File: config.mk
export PLATFORM = sky130hd
export DESIGN_NAME = banked_memory_map_decoder
export DESIGN_NICKNAME = d
export VERILOG_FILES = /design/src/sv/bmmd_pkg.sv /design/src/sv/banked_memory_map_decoder.sv
export VERILOG_INCLUDE_DIRS = /design/src /design/src/sv
export SDC_FILE = /design/constraint.sdc
export NUM_CORES = 1
export LEC_CHECK = 0
export BUFFER_PORTS_ARGS = -buffer_cell sky130_fd_sc_hd__buf_2
export CAP_MARGIN = 20
export CELL_PAD_IN_SITES_DETAIL_PLACEMENT = 1
export CELL_PAD_IN_SITES_GLOBAL_PLACEMENT = 2
export CORE_MARGIN = 3
export CORE_UTILIZATION = 30
export CTS_CLUSTER_SIZE = 10
export DETAILED_ROUTE_END_ITERATION = 7
export PLACE_DENSITY_LB_ADDON = 0.1
export SLEW_MARGIN = 20
export SYNTH_ARGS = -nofsm -noshare
export SYNTH_HDL_FRONTEND = slang
export SYNTH_SLANG_ARGS = --single-unit
File: constraint.sdc
create_clock -name clock -period 3.8 [get_ports clock]
set_clock_uncertainty 0.15 [all_clocks]
set_input_delay 0.76 -clock clock [delete_from_list [all_inputs] [get_ports clock]]
set_output_delay 0.76 -clock clock [all_outputs]
set_load 0.01 [all_outputs]
File: src/sv/banked_memory_map_decoder_macros.svh
// assertion macros for the memory map decoder
`ifndef BANKED_MEMORY_MAP_DECODER_MACROS_SVH
`define BANKED_MEMORY_MAP_DECODER_MACROS_SVH

`ifndef SYNTHESIS
// condition must hold in the same cycle
`define BMMD_ASSERT_NOW(label, clk, rst, ante, cons, msg) \
   label: assert property (@(posedge clk) disable iff (rst) (ante) |-> (cons)) \
      else $error(msg);
// condition must hold in the next cycle
`define BMMD_ASSERT_NEXT(label, clk, rst, ante, cons, msg) \
   label: assert property (@(posedge clk) disable iff (rst) (ante) |=> (cons)) \
      else $error(msg);
`else
`define BMMD_ASSERT_NOW(label, clk, rst, ante, cons, msg)
`define BMMD_ASSERT_NEXT(label, clk, rst, ante, cons, msg)
`endif

`endif

File: src/sv/bmmd_pkg.sv
package bmmd_pkg;

   // opcodes
   localparam logic [3:0] OP_READ       = 4'd0;
   localparam logic [3:0] OP_FETCH      = 4'd1;
   localparam logic [3:0] OP_FETCH_M1   = 4'd2;
   localparam logic [3:0] OP_WRITE      = 4'd3;
   localparam logic [3:0] OP_READ_WORD  = 4'd4;
   localparam logic [3:0] OP_WRITE_WORD = 4'd5;
   localparam logic [3:0] OP_VIDEO_MODE = 4'd6;
   localparam logic [3:0] OP_BANK_MAP   = 4'd7;
   localparam logic [3:0] OP_MEM_OPEN   = 4'd8;

   // register indexes
   localparam logic [2:0] CSR_MACHINE_MODEL  = 3'd0;
   localparam logic [2:0] CSR_MEMORY_KB      = 3'd1;
   localparam logic [2:0] CSR_BASIC_ROM_OFF  = 3'd2;
   localparam logic [2:0] CSR_DEVICE_ROM_OFF = 3'd3;
   localparam logic [2:0] CSR_LEGACY_ROM     = 3'd4;

   // regions
   localparam logic [2:0] REG_RAM       = 3'd0;
   localparam logic [2:0] REG_VIDEO     = 3'd1;
   localparam logic [2:0] REG_BASIC80   = 3'd2;
   localparam logic [2:0] REG_BASIC40   = 3'd3;
   localparam logic [2:0] REG_DEV_ROM   = 3'd4;
   localparam logic [2:0] REG_MODEL2ROM = 3'd5;

   // first model page maps
   localparam logic [2:0] MAP_BASIC80 = 3'd0;
   localparam logic [2:0] MAP_BASIC40 = 3'd1;
   localparam logic [2:0] MAP_VID30   = 3'd2;
   localparam logic [2:0] MAP_VID31   = 3'd3;
   localparam logic [2:0] MAP_VID62   = 3'd4;
   localparam logic [2:0] MAP_VID63   = 3'd5;

   localparam logic [6:0] KB_FULL = 7'd64;
   localparam logic [6:0] KB_HALF = 7'd32;

   localparam logic [15:0] K_16 = 16'h4000;
   localparam logic [15:0] K_29 = 16'h7400;
   localparam logic [15:0] K_30 = 16'h7800;
   localparam logic [15:0] K_62 = 16'hf800;

   localparam logic [5:0] PG_16 = 6'd16;
   localparam logic [5:0] PG_24 = 6'd24;
   localparam logic [5:0] PG_29 = 6'd29;
   localparam logic [5:0] PG_30 = 6'd30;
   localparam logic [5:0] PG_31 = 6'd31;
   localparam logic [5:0] PG_32 = 6'd32;
   localparam logic [5:0] PG_62 = 6'd62;
   localparam logic [5:0] PG_63 = 6'd63;

   localparam logic [15:0] CODE_MASK = 16'hf800;
   localparam logic [15:0] CODE_BASE = 16'h7800;

   typedef struct packed {
      logic [2:0]  region;
      logic [15:0] offset;
      logic        wr;
   } dec_type;

   // out-of-range sizes count as full 64k
   function automatic logic [6:0] eff_kb(input logic [6:0] kb_raw);
      logic ok;
      ok = ((kb_raw >= 7'd1) && (kb_raw <= KB_HALF)) || (kb_raw == KB_FULL);
      return ok ? kb_raw : KB_FULL;
   endfunction

   function automatic dec_type map_decode(
      input logic        model,
      input logic [6:0]  kb,
      input logic        basic_off,
      input logic        dev_off,
      input logic [2:0]  map_idx,
      input logic        area_open,
      input logic        code_map,
      input logic [15:0] addr
   );
      dec_type    d;
      logic [5:0] page;
      logic [2:0] idx;
      logic [5:0] ro_pages;
      page     = addr[15:10];
      idx      = (kb == KB_FULL) ? map_idx : {2'b00, map_idx[0]};
      ro_pages = PG_32 - kb[5:0];
      d.region = REG_RAM;
      d.offset = addr;
      d.wr     = 1'b1;
      if (!model) begin
         case (idx)
            MAP_BASIC80, MAP_BASIC40: begin
               if (page < PG_16 && !basic_off) begin
                  d.region = idx[0] ? REG_BASIC40 : REG_BASIC80;
                  d.wr     = 1'b0;
               end else if (page >= PG_16 && page < PG_32 && !dev_off) begin
                  d.region = REG_DEV_ROM;
                  d.offset = addr - K_16;
               end
               if (page == PG_29 && !idx[0]) begin
                  d.region = REG_VIDEO;
                  d.offset = addr - K_29;
                  d.wr     = 1'b1;
               end
               if (page == PG_31) begin
                  d.region = REG_VIDEO;
                  d.offset = addr - K_30;
                  d.wr     = 1'b1;
               end
               if (kb < KB_HALF && addr[15] && ({1'b0, addr[14:10]} < ro_pages)) begin
                  d.region = REG_RAM;
                  d.offset = addr;
                  d.wr     = 1'b0;
               end
            end
            MAP_VID30: begin
               if (page == PG_30 || page == PG_31) begin
                  d.region = REG_VIDEO;
                  d.offset = addr - K_30;
               end
            end
            MAP_VID31: begin
               if (page == PG_31) begin
                  d.region = REG_VIDEO;
                  d.offset = addr - K_30;
               end
            end
            MAP_VID62: begin
               if (page >= PG_62) begin
                  d.region = REG_VIDEO;
                  d.offset = addr - K_62;
               end
            end
            MAP_VID63: begin
               if (page == PG_63) begin
                  d.region = REG_VIDEO;
                  d.offset = addr - K_62;
               end
            end
            default: begin
               d.region = REG_RAM;
            end
         endcase
      end else if (!area_open) begin
         if (!code_map) begin
            if (page < PG_24 && !basic_off) begin
               d.region = REG_MODEL2ROM;
               d.wr     = 1'b0;
            end else if (page >= PG_24 && page < PG_32 && !dev_off) begin
               d.region = REG_MODEL2ROM;
               d.wr     = 1'b0;
            end
            if (page == PG_30 || page == PG_31) begin
               d.region = REG_VIDEO;
               d.offset = addr - K_30;
               d.wr     = 1'b1;
            end
         end else if (page == PG_30 || page == PG_31) begin
            d.region = REG_MODEL2ROM;
            d.wr     = 1'b0;
         end
      end
      return d;
   endfunction

endpackage

File: src/sv/banked_memory_map_decoder.sv
// path: an item is held in the input register while it is decoded, and each byte
// result is registered in the result register, which drives rsp_ directly
// throughput: map changes one item per cycle, byte accesses too unless rsp_ stalls;
// a word holds the input register for both bytes (one decode path), as do rsp_ stalls
// reset: synchronous, active high; clears the pipeline, the map state and the
// registers to first model, 64k, roms on
`include "banked_memory_map_decoder_macros.svh"

module banked_memory_map_decoder
   import bmmd_pkg::*;
(
   input  logic        clock,
   input  logic        reset,
   // item in
   input  logic        req_valid,
   output logic        req_ready,
   input  logic [3:0]  req_opcode,
   input  logic [15:0] req_address,
   input  logic [15:0] req_data_in,
   // byte results out
   output logic        rsp_valid,
   input  logic        rsp_ready,
   output logic [2:0]  rsp_region,
   output logic [15:0] rsp_offset,
   output logic        rsp_is_write,
   output logic        rsp_write_allowed,
   output logic [7:0]  rsp_write_byte,
   output logic        rsp_last,
   // register writes
   input  logic        csr_we,
   input  logic [2:0]  csr_index,
   input  logic [6:0]  csr_wdata
);

   // configuration
   logic       model_ff;
   logic [6:0] mem_kb_ff;
   logic       basic_off_ff;
   logic       dev_off_ff;

   // map state
   logic [15:0] last_m1_ff;
   logic [2:0]  map_idx_ff;
   logic        area_open_ff;

   // input register
   logic        s_valid_ff;
   logic [3:0]  s_op_ff;
   logic [15:0] s_addr_ff;
   logic [15:0] s_data_ff;
   logic        beat_ff;     // high while the high byte of a word is due

   // result register
   logic        o_valid_ff;
   logic [2:0]  o_region_ff;
   logic [15:0] o_offset_ff;
   logic        o_is_write_ff;
   logic        o_wr_ok_ff;
   logic [7:0]  o_byte_ff;
   logic        o_last_ff;

   logic        is_word;
   logic        is_write;
   logic        has_result;
   logic        out_free;
   logic        emit;
   logic        retire;
   logic [6:0]  kb;
   logic [15:0] m1_addr;
   logic        code_map;
   logic [15:0] byte_addr;
   logic [7:0]  byte_data;
   dec_type     dec;

   assign kb         = eff_kb(mem_kb_ff);
   assign is_word    = (s_op_ff == OP_READ_WORD) || (s_op_ff == OP_WRITE_WORD);
   assign is_write   = (s_op_ff == OP_WRITE) || (s_op_ff == OP_WRITE_WORD);
   assign has_result = s_op_ff inside {OP_READ, OP_FETCH, OP_FETCH_M1, OP_WRITE,
                                       OP_READ_WORD, OP_WRITE_WORD};
   assign out_free   = !o_valid_ff || rsp_ready;
   assign emit       = s_valid_ff && has_result && out_free;
   // map changes and unused opcodes leave without a result
   assign retire     = s_valid_ff && (!has_result || (emit && (!is_word || beat_ff)));
   assign req_ready  = !s_valid_ff || retire;

   // an m1 fetch already decodes against its own address
   assign m1_addr   = (s_op_ff == OP_FETCH_M1) ? s_addr_ff : last_m1_ff;
   assign code_map  = (m1_addr & CODE_MASK) == CODE_BASE;
   // second byte of a word wraps at 16 bits
   assign byte_addr = beat_ff ? (s_addr_ff + 16'd1) : s_addr_ff;
   assign byte_data = beat_ff ? s_data_ff[15:8] : s_data_ff[7:0];

   always_comb begin
      dec = map_decode(model_ff, kb, basic_off_ff, dev_off_ff, map_idx_ff,
                       area_open_ff, code_map, byte_addr);
   end

   // configuration writes
   always_ff @(posedge clock) begin
      if (reset) begin
         model_ff     <= 1'b0;
         mem_kb_ff    <= KB_FULL;
         basic_off_ff <= 1'b0;
         dev_off_ff   <= 1'b0;
      end else if (csr_we) begin
         case (csr_index)
            CSR_MACHINE_MODEL:  model_ff     <= csr_wdata[0];
            CSR_MEMORY_KB:      mem_kb_ff    <= csr_wdata;
            CSR_BASIC_ROM_OFF:  basic_off_ff <= csr_wdata[0];
            CSR_DEVICE_ROM_OFF: dev_off_ff   <= csr_wdata[0];
            CSR_LEGACY_ROM: begin
               // older basic image maps to the same regions, nothing to keep
            end
            default: begin
            end
         endcase
      end
   end

   // map state follows the item as it leaves the input register
   always_ff @(posedge clock) begin
      if (reset) begin
         last_m1_ff   <= '0;
         map_idx_ff   <= '0;
         area_open_ff <= 1'b0;
      end else if (retire) begin
         case (s_op_ff)
            OP_FETCH_M1: last_m1_ff <= s_addr_ff;
            OP_VIDEO_MODE: begin
               if (!model_ff) begin
                  map_idx_ff[0] <= (s_data_ff != 16'd0);
               end
            end
            OP_BANK_MAP: begin
               // bank select only exists with full memory
               if (!model_ff && kb == KB_FULL) begin
                  map_idx_ff[2:1] <= s_data_ff[1:0];
               end
            end
            OP_MEM_OPEN: begin
               if (model_ff) begin
                  area_open_ff <= (s_data_ff != 16'd0);
               end
            end
            default: begin
            end
         endcase
      end
   end

   // input register
   always_ff @(posedge clock) begin
      if (reset) begin
         s_valid_ff <= 1'b0;
         beat_ff    <= 1'b0;
      end else begin
         if (req_ready) begin
            s_valid_ff <= req_valid;
         end
         if (retire) begin
            beat_ff <= 1'b0;
         end else if (emit && is_word) begin
            beat_ff <= 1'b1;
         end
      end
   end

   always_ff @(posedge clock) begin
      if (req_ready && req_valid) begin
         s_op_ff   <= req_opcode;
         s_addr_ff <= req_address;
         s_data_ff <= req_data_in;
      end
   end

   // result register
   always_ff @(posedge clock) begin
      if (reset) begin
         o_valid_ff <= 1'b0;
      end else if (out_free) begin
         o_valid_ff <= emit;
      end
   end

   always_ff @(posedge clock) begin
      if (emit) begin
         o_region_ff   <= dec.region;
         o_offset_ff   <= dec.offset;
         o_is_write_ff <= is_write;
         o_wr_ok_ff    <= is_write && dec.wr;
         o_byte_ff     <= is_write ? byte_data : 8'd0;
         o_last_ff     <= !is_word || beat_ff;
      end
   end

   assign rsp_valid         = o_valid_ff;
   assign rsp_region        = o_region_ff;
   assign rsp_offset        = o_offset_ff;
   assign rsp_is_write      = o_is_write_ff;
   assign rsp_write_allowed = o_wr_ok_ff;
   assign rsp_write_byte    = o_byte_ff;
   assign rsp_last          = o_last_ff;

   // checks
   `BMMD_ASSERT_NOW(a_beat_word, clock, reset, beat_ff, s_valid_ff && is_word,
                    "second beat without a word item")
   `BMMD_ASSERT_NEXT(a_word_second, clock, reset, emit && is_word && !beat_ff, beat_ff,
                     "word item lost its second byte")
   `BMMD_ASSERT_NEXT(a_beat_clear, clock, reset, emit && beat_ff, !beat_ff,
                     "second beat not cleared after word")
   `BMMD_ASSERT_NOW(a_read_clean, clock, reset, o_valid_ff && !o_is_write_ff,
                    !o_wr_ok_ff && (o_byte_ff == 8'd0), "read result carries write data")

endmodule

======== Word-level counts from Yosys, hierarchy flattened ========
Index checks and enable logic that the tools add are counted.
storage, ports and cells
  bits in registers ....................... 99
  latch bits .............................. 0
  bits in writable memories ............... 0
  bits in read-only memories .............. 0
  input bits .............................. 51
  output and inout bits ................... 32
  word-level logic and storage cells ...... 142
  memories ................................ 0
cells by class
  add/sub/neg operators ................... 6
  $mul .................................... 0
  divide/modulo/power cells ............... 0
  $lt $le $gt $ge ......................... 10
  equality and inequality tests ........... 23
  shift-type cells ........................ 0
  multiplexer cells ....................... 32
  bitwise gates (word level) .............. 1
  reductions and logical operators ........ 49
operator list
  kind                                                                   number
  20-bit 2-to-1 mux                                                      6
  16-bit case mux with 5 select lines                                    1
  17-bit 2-to-1 mux                                                      4
  16-bit 2-to-1 mux                                                      4
  16-bit by 15-bit subtractor with 16-bit output, second input constant  3
  19-bit 2-to-1 mux                                                      1
  6-bit by 5-bit == test with 1-bit output, second input constant        3
  1-bit logical AND                                                      18
  3-bit 2-to-1 mux                                                       6
  16-bit by 1-bit adder with 16-bit output, second input constant        1
  4-bit by 3-bit == test with 1-bit output, second input constant        4
  16-bit nonzero test                                                    1
  16-bit subtractor, second input constant                               1
  3-bit case mux with 5 select lines                                     1
  7-bit == test, second input constant                                   2
  3-bit by 2-bit == test with 1-bit output, second input constant        4
  6-bit by 5-bit >= comparator with 1-bit output, second input constant  2
  6-bit by 5-bit < comparator with 1-bit output, second input constant   2
  2-bit AND reduction                                                    5
  3-bit AND reduction                                                    3
  4-bit by 2-bit == test with 1-bit output, second input constant        2
  1-bit logical NOT                                                      8
  1-bit logical OR                                                       8
  8-bit 2-to-1 mux                                                       1
  20 further kinds                                                       30

======== Longest topological paths before layout ========
  word-level depth ........................ 14
  mapped depth ............................ 15
  depth with buffers taken out ............ 15

======== Worst setup path after synthesis ========
No wires, ideal clock.
  path type ............................... register to register
  start ................................... register s_addr_ff[6]
  end ..................................... register o_offset_ff[14] (netlist: rsp_offset[14]) (data pin)
  library setup time ...................... 0.261 ns
  arrival time ............................ 3.211 ns
  required time ........................... 3.389 ns
  slack ................................... 0.178 ns
  cell stages (with the launch flop) ...... 13
  buffers on the path ..................... 0
  period minus slack after synthesis ...... 3.622 ns
  path through ............................ edfxtp_1 > nand4_4 > or4_4 > xnor2_4 > ha_1 > o21a_1 > o21a_1 > o21ai_0 > a21oi_1 > or3_4 > and3_1 > o21a_1 > a311o_1
RTL lines
  item                    line                              source
  from (decl)             banked_memory_map_decoder.sv:49   logic [15:0] s_addr_ff;
  from (signal assigned)  banked_memory_map_decoder.sv:171  s_addr_ff <= req_address;
  to (signal assigned)    banked_memory_map_decoder.sv:188  o_offset_ff <= dec.offset;
  to (decl)               banked_memory_map_decoder.sv:56   logic [15:0] o_offset_ff;

==> out/metrics.cfg <==
[power_and_ir_drop]
switching_power_uw = 599
p_leak_nw = 2.36
irDropWorstVdd_uv = 242
p_seq_frac = 0.494
pwr-share-comb = 0.112
power_density_nw_per_um2 = 364
sw_frac_of_total = 0.266
power.clock.fraction = 0.394
total_power_mw = 2.25
intPower_mw = 1.65

[placed_design]
io_buffers = 82
dp_hpwl_um = 11500
dp.cells = 779
place_congestion = 0.856
post-place-ws_ps = 113

[drt]
drtPass1Iterations = 4
ant_nets = 0
vias_per_cell = 5.01
drtIter0Drc = 217
wl_um = 14800
wire_per_inst_um = 18.6
drc_errors = 0
vias = 3991

[worst_setup_path]
path_delay_family = simple AND/OR/NAND/NOR gates
cpPeakStageDelay_ps = 440
reg2reg_setup_slack_ps = 200
cp_num_buf_inv = 1
cp_max_fo = 6
crit_path_end_kind = flip-flop
cp_slowest_cell = edfxtp_1
startpoint = s_addr_ff[1]
path_class = reg2reg
crit_required_ps = 3750
cp_common_cell = o21a_1
crit_chain = ha_1 > and3_1 > nand2_1 > nor3_2 > xnor2_1 > inv_1 > ha_1 > o21a_1 > o21a_1 > o21ai_0 > a21oi_1 > or3_4 > and3_1 > o21a_1 > a311o_1
r2r_start = s_addr_ff[1]
cp.arrival_ps = 3550
start_kind = flip-flop

[logic_synthesis]
avgSynthCellArea_um2 = 10.9
yosysSeqAreaShare = 0.494
syn_nets = 520
synth-async-reset-ratio = 0
syn_inst = 452
synth_top_area_cell = edfxtp_1
synth_area_leaders = edfxtp_1, dfxtp_1, mux2i_1
ys_types = 73
ys_ff_latch = 88
synth_edf_count = 66
synthFlopType = edfxtp_1
yosysTopAreaCellShare = 0.404
syn_area_um2 = 4910
yosys_warnings = 0

[layout]
drive_gt1_frac = 0.293
fin_cells = 796
num_antenna_cells = 0
nNetsFinal = 643
area_growth_pct = 25.9
fin_util = 0.387

[clocking]
cts_tree = done
cts_hold_buf = 0
root_buffer = clkbuf_16
cts-buffers-inserted = 9
numClockSinks = 88
clock_latency_ps = 350
path_clk_slew_ps = 70
clock_path_buffers = 2
h-tree-depth = 3

[global_routing]
grt_max_degree = 37
gr-total-overflow = 0
grt_pass1_wl_um = 23900
grt_antenna_before_repair = 0
grt_pass1_vias = 4274
grt_util_all_layers = 0.172

[sta]
worst_pin_slew_ps = 788
finalSetupViolCount = 0
slew_headroom = 0.473
drv_slew = 0
period_minus_slack_ps = 3600
finalCritPeriodShare = 0.946
finalHoldViolCount = 0
fin_ws_ps = 204
rsz0062_at_grt = yes
max_clock_freq_mhz = 278

[floorplan]
dieArea_um2 = 17900
core_um2 = 15900
start_util = 0.308
die_w_um = 134
fp.dieH_um = 134
rows = 46
num_io_pins = 83

[worst_hold_path]
hold_start = last_m1_ff[15]
hold_class = reg2reg

[run_status]
status = finished, final reports clean

[run]
drv_cap = 0

-- power groups by stage --
stage / clock network [mW] / logic [mW] / registers [mW]
after global placement: 0 / 0.249 / 1.13
after detailed placement: 0 / 0.252 / 1.13
final: 0.887 / 0.253 / 1.11
after global routing: 0.957 / 0.282 / 1.12
after CTS: 0.923 / 0.254 / 1.11
after floorplan: 0 / 0.134 / 1.13
-- path summary, 6_finish.rpt --
check | cells past startpoint | end
setup / recovery | 15 | rsp_offset[14]
hold / removal | 2 | last_m1_ff[15]
setup reg to reg | 15 | rsp_offset[14]
hold reg to reg | 2 | last_m1_ff[15]
-- cell type report --
type	instances	area, um^2
flip-flops and latches	88	2420
repair buffers	125	733
well taps	216	270
inverters	18	70.1
clock inverters	7	73.8
multi-input cells	333	2380
clock buffers	9	225
fillers	1844	9770
-- worst register-to-register path: stages, from the launching register on --
cell,delay [ps]
edfxtp_1,440
ha_1,250
and3_1,210
nand2_1,120
nor3_2,60
xnor2_1,190
inv_1,110
ha_1,310
o21a_1,100
o21a_1,150
o21ai_0,130
a21oi_1,80
or3_4,420
and3_1,230
o21a_1,120
a311o_1,270
-- cells in the final DEF, fill, tap and decap left out, drive strengths merged, types with 4 or more instances in the layout --
| master | count |
|---|---|
| o21a | 4 |
| nor4 | 7 |
| a21o | 4 |
| buf | 125 |
| and3 | 6 |
| a41oi | 4 |
| ha | 17 |
| nand3 | 16 |
| xnor2 | 18 |
| a31oi | 6 |
| xor2 | 6 |
| clkbuf | 9 |
| inv | 22 |
| nand2 | 32 |
| and2 | 4 |
| o21ai | 16 |
| nor3 | 20 |
| a211oi | 4 |
| o31ai | 4 |
| nand4 | 11 |
| dfxtp | 22 |
| nand2b | 6 |
| mux2i | 27 |
| or3 | 4 |
| edfxtp | 66 |
| nor2b | 8 |
| a21oi | 20 |
| nor2 | 50 |
-- Yosys cell counts, types with 3 or more instances --
library cell	n
and3_1	6
or3_1	3
xor2_1	4
ha_1	17
nor2_1	50
inv_2	3
nand4_1	9
nor2b_1	8
nand2_1	32
a211oi_1	4
nor3_1	18
xnor2_1	16
a21o_1	4
clkbuf_1	9
nand2b_1	6
mux2i_1	27
and2_1	4
o31ai_1	4
dfxtp_1	22
o311ai_0	3
o21a_1	4
nand3_1	14
a21oi_1	20
nor4_1	5
inv_1	14
edfxtp_1	66
o21ai_0	13
a31oi_1	6
o21ai_1	3
-- through the flow --
stage               hold WS [ps]  area (um^2)  setup TNS (ps)
finish                       354         6180               0
global route                 386         6180           -38.3
CTS                          360         6150               0
detailed placement           340         5850               0
global placement             328         5850               0
floorplan                    313         4910               0
-- sequential cells by signal, indices dropped and copies added (netlist names), 3 cells and up --
signal          cells
s_addr_ff          16
rsp_region          3
rsp_offset         16
rsp_write_byte      8
last_m1_ff          5
s_data_ff          16
map_idx_ff          3
s_op_ff             4
mem_kb_ff           7
-- kinds of logic after synthesis --
kind of cell | count (synthesis) | synth area share
buf+inv | 31 | 0.0260
fa+ha+maj | 17 | 0.0433
flops | 88 | 0.494
mux | 28 | 0.0574
simple gates | 174 | 0.193
xor+xnor | 24 | 0.0535
compound gates | 90 | 0.133
-- metal layers --
metal	GRT usage	up-vias	wire, um
met1	0.224	1950	6810
met3	0.0431	15	581
met4	0.0400	0	185
met5	0	-	0
li1	-	1944	-
met2	0.291	82	7240
-- what timing repair did --
action                                  CTS  global route
endpoints found under the setup margin    0             7
resized for setup                         0             4
hold endpoints to repair                  0             0
buffers inserted                          0             1
Power figures use the tool's default switching activity.
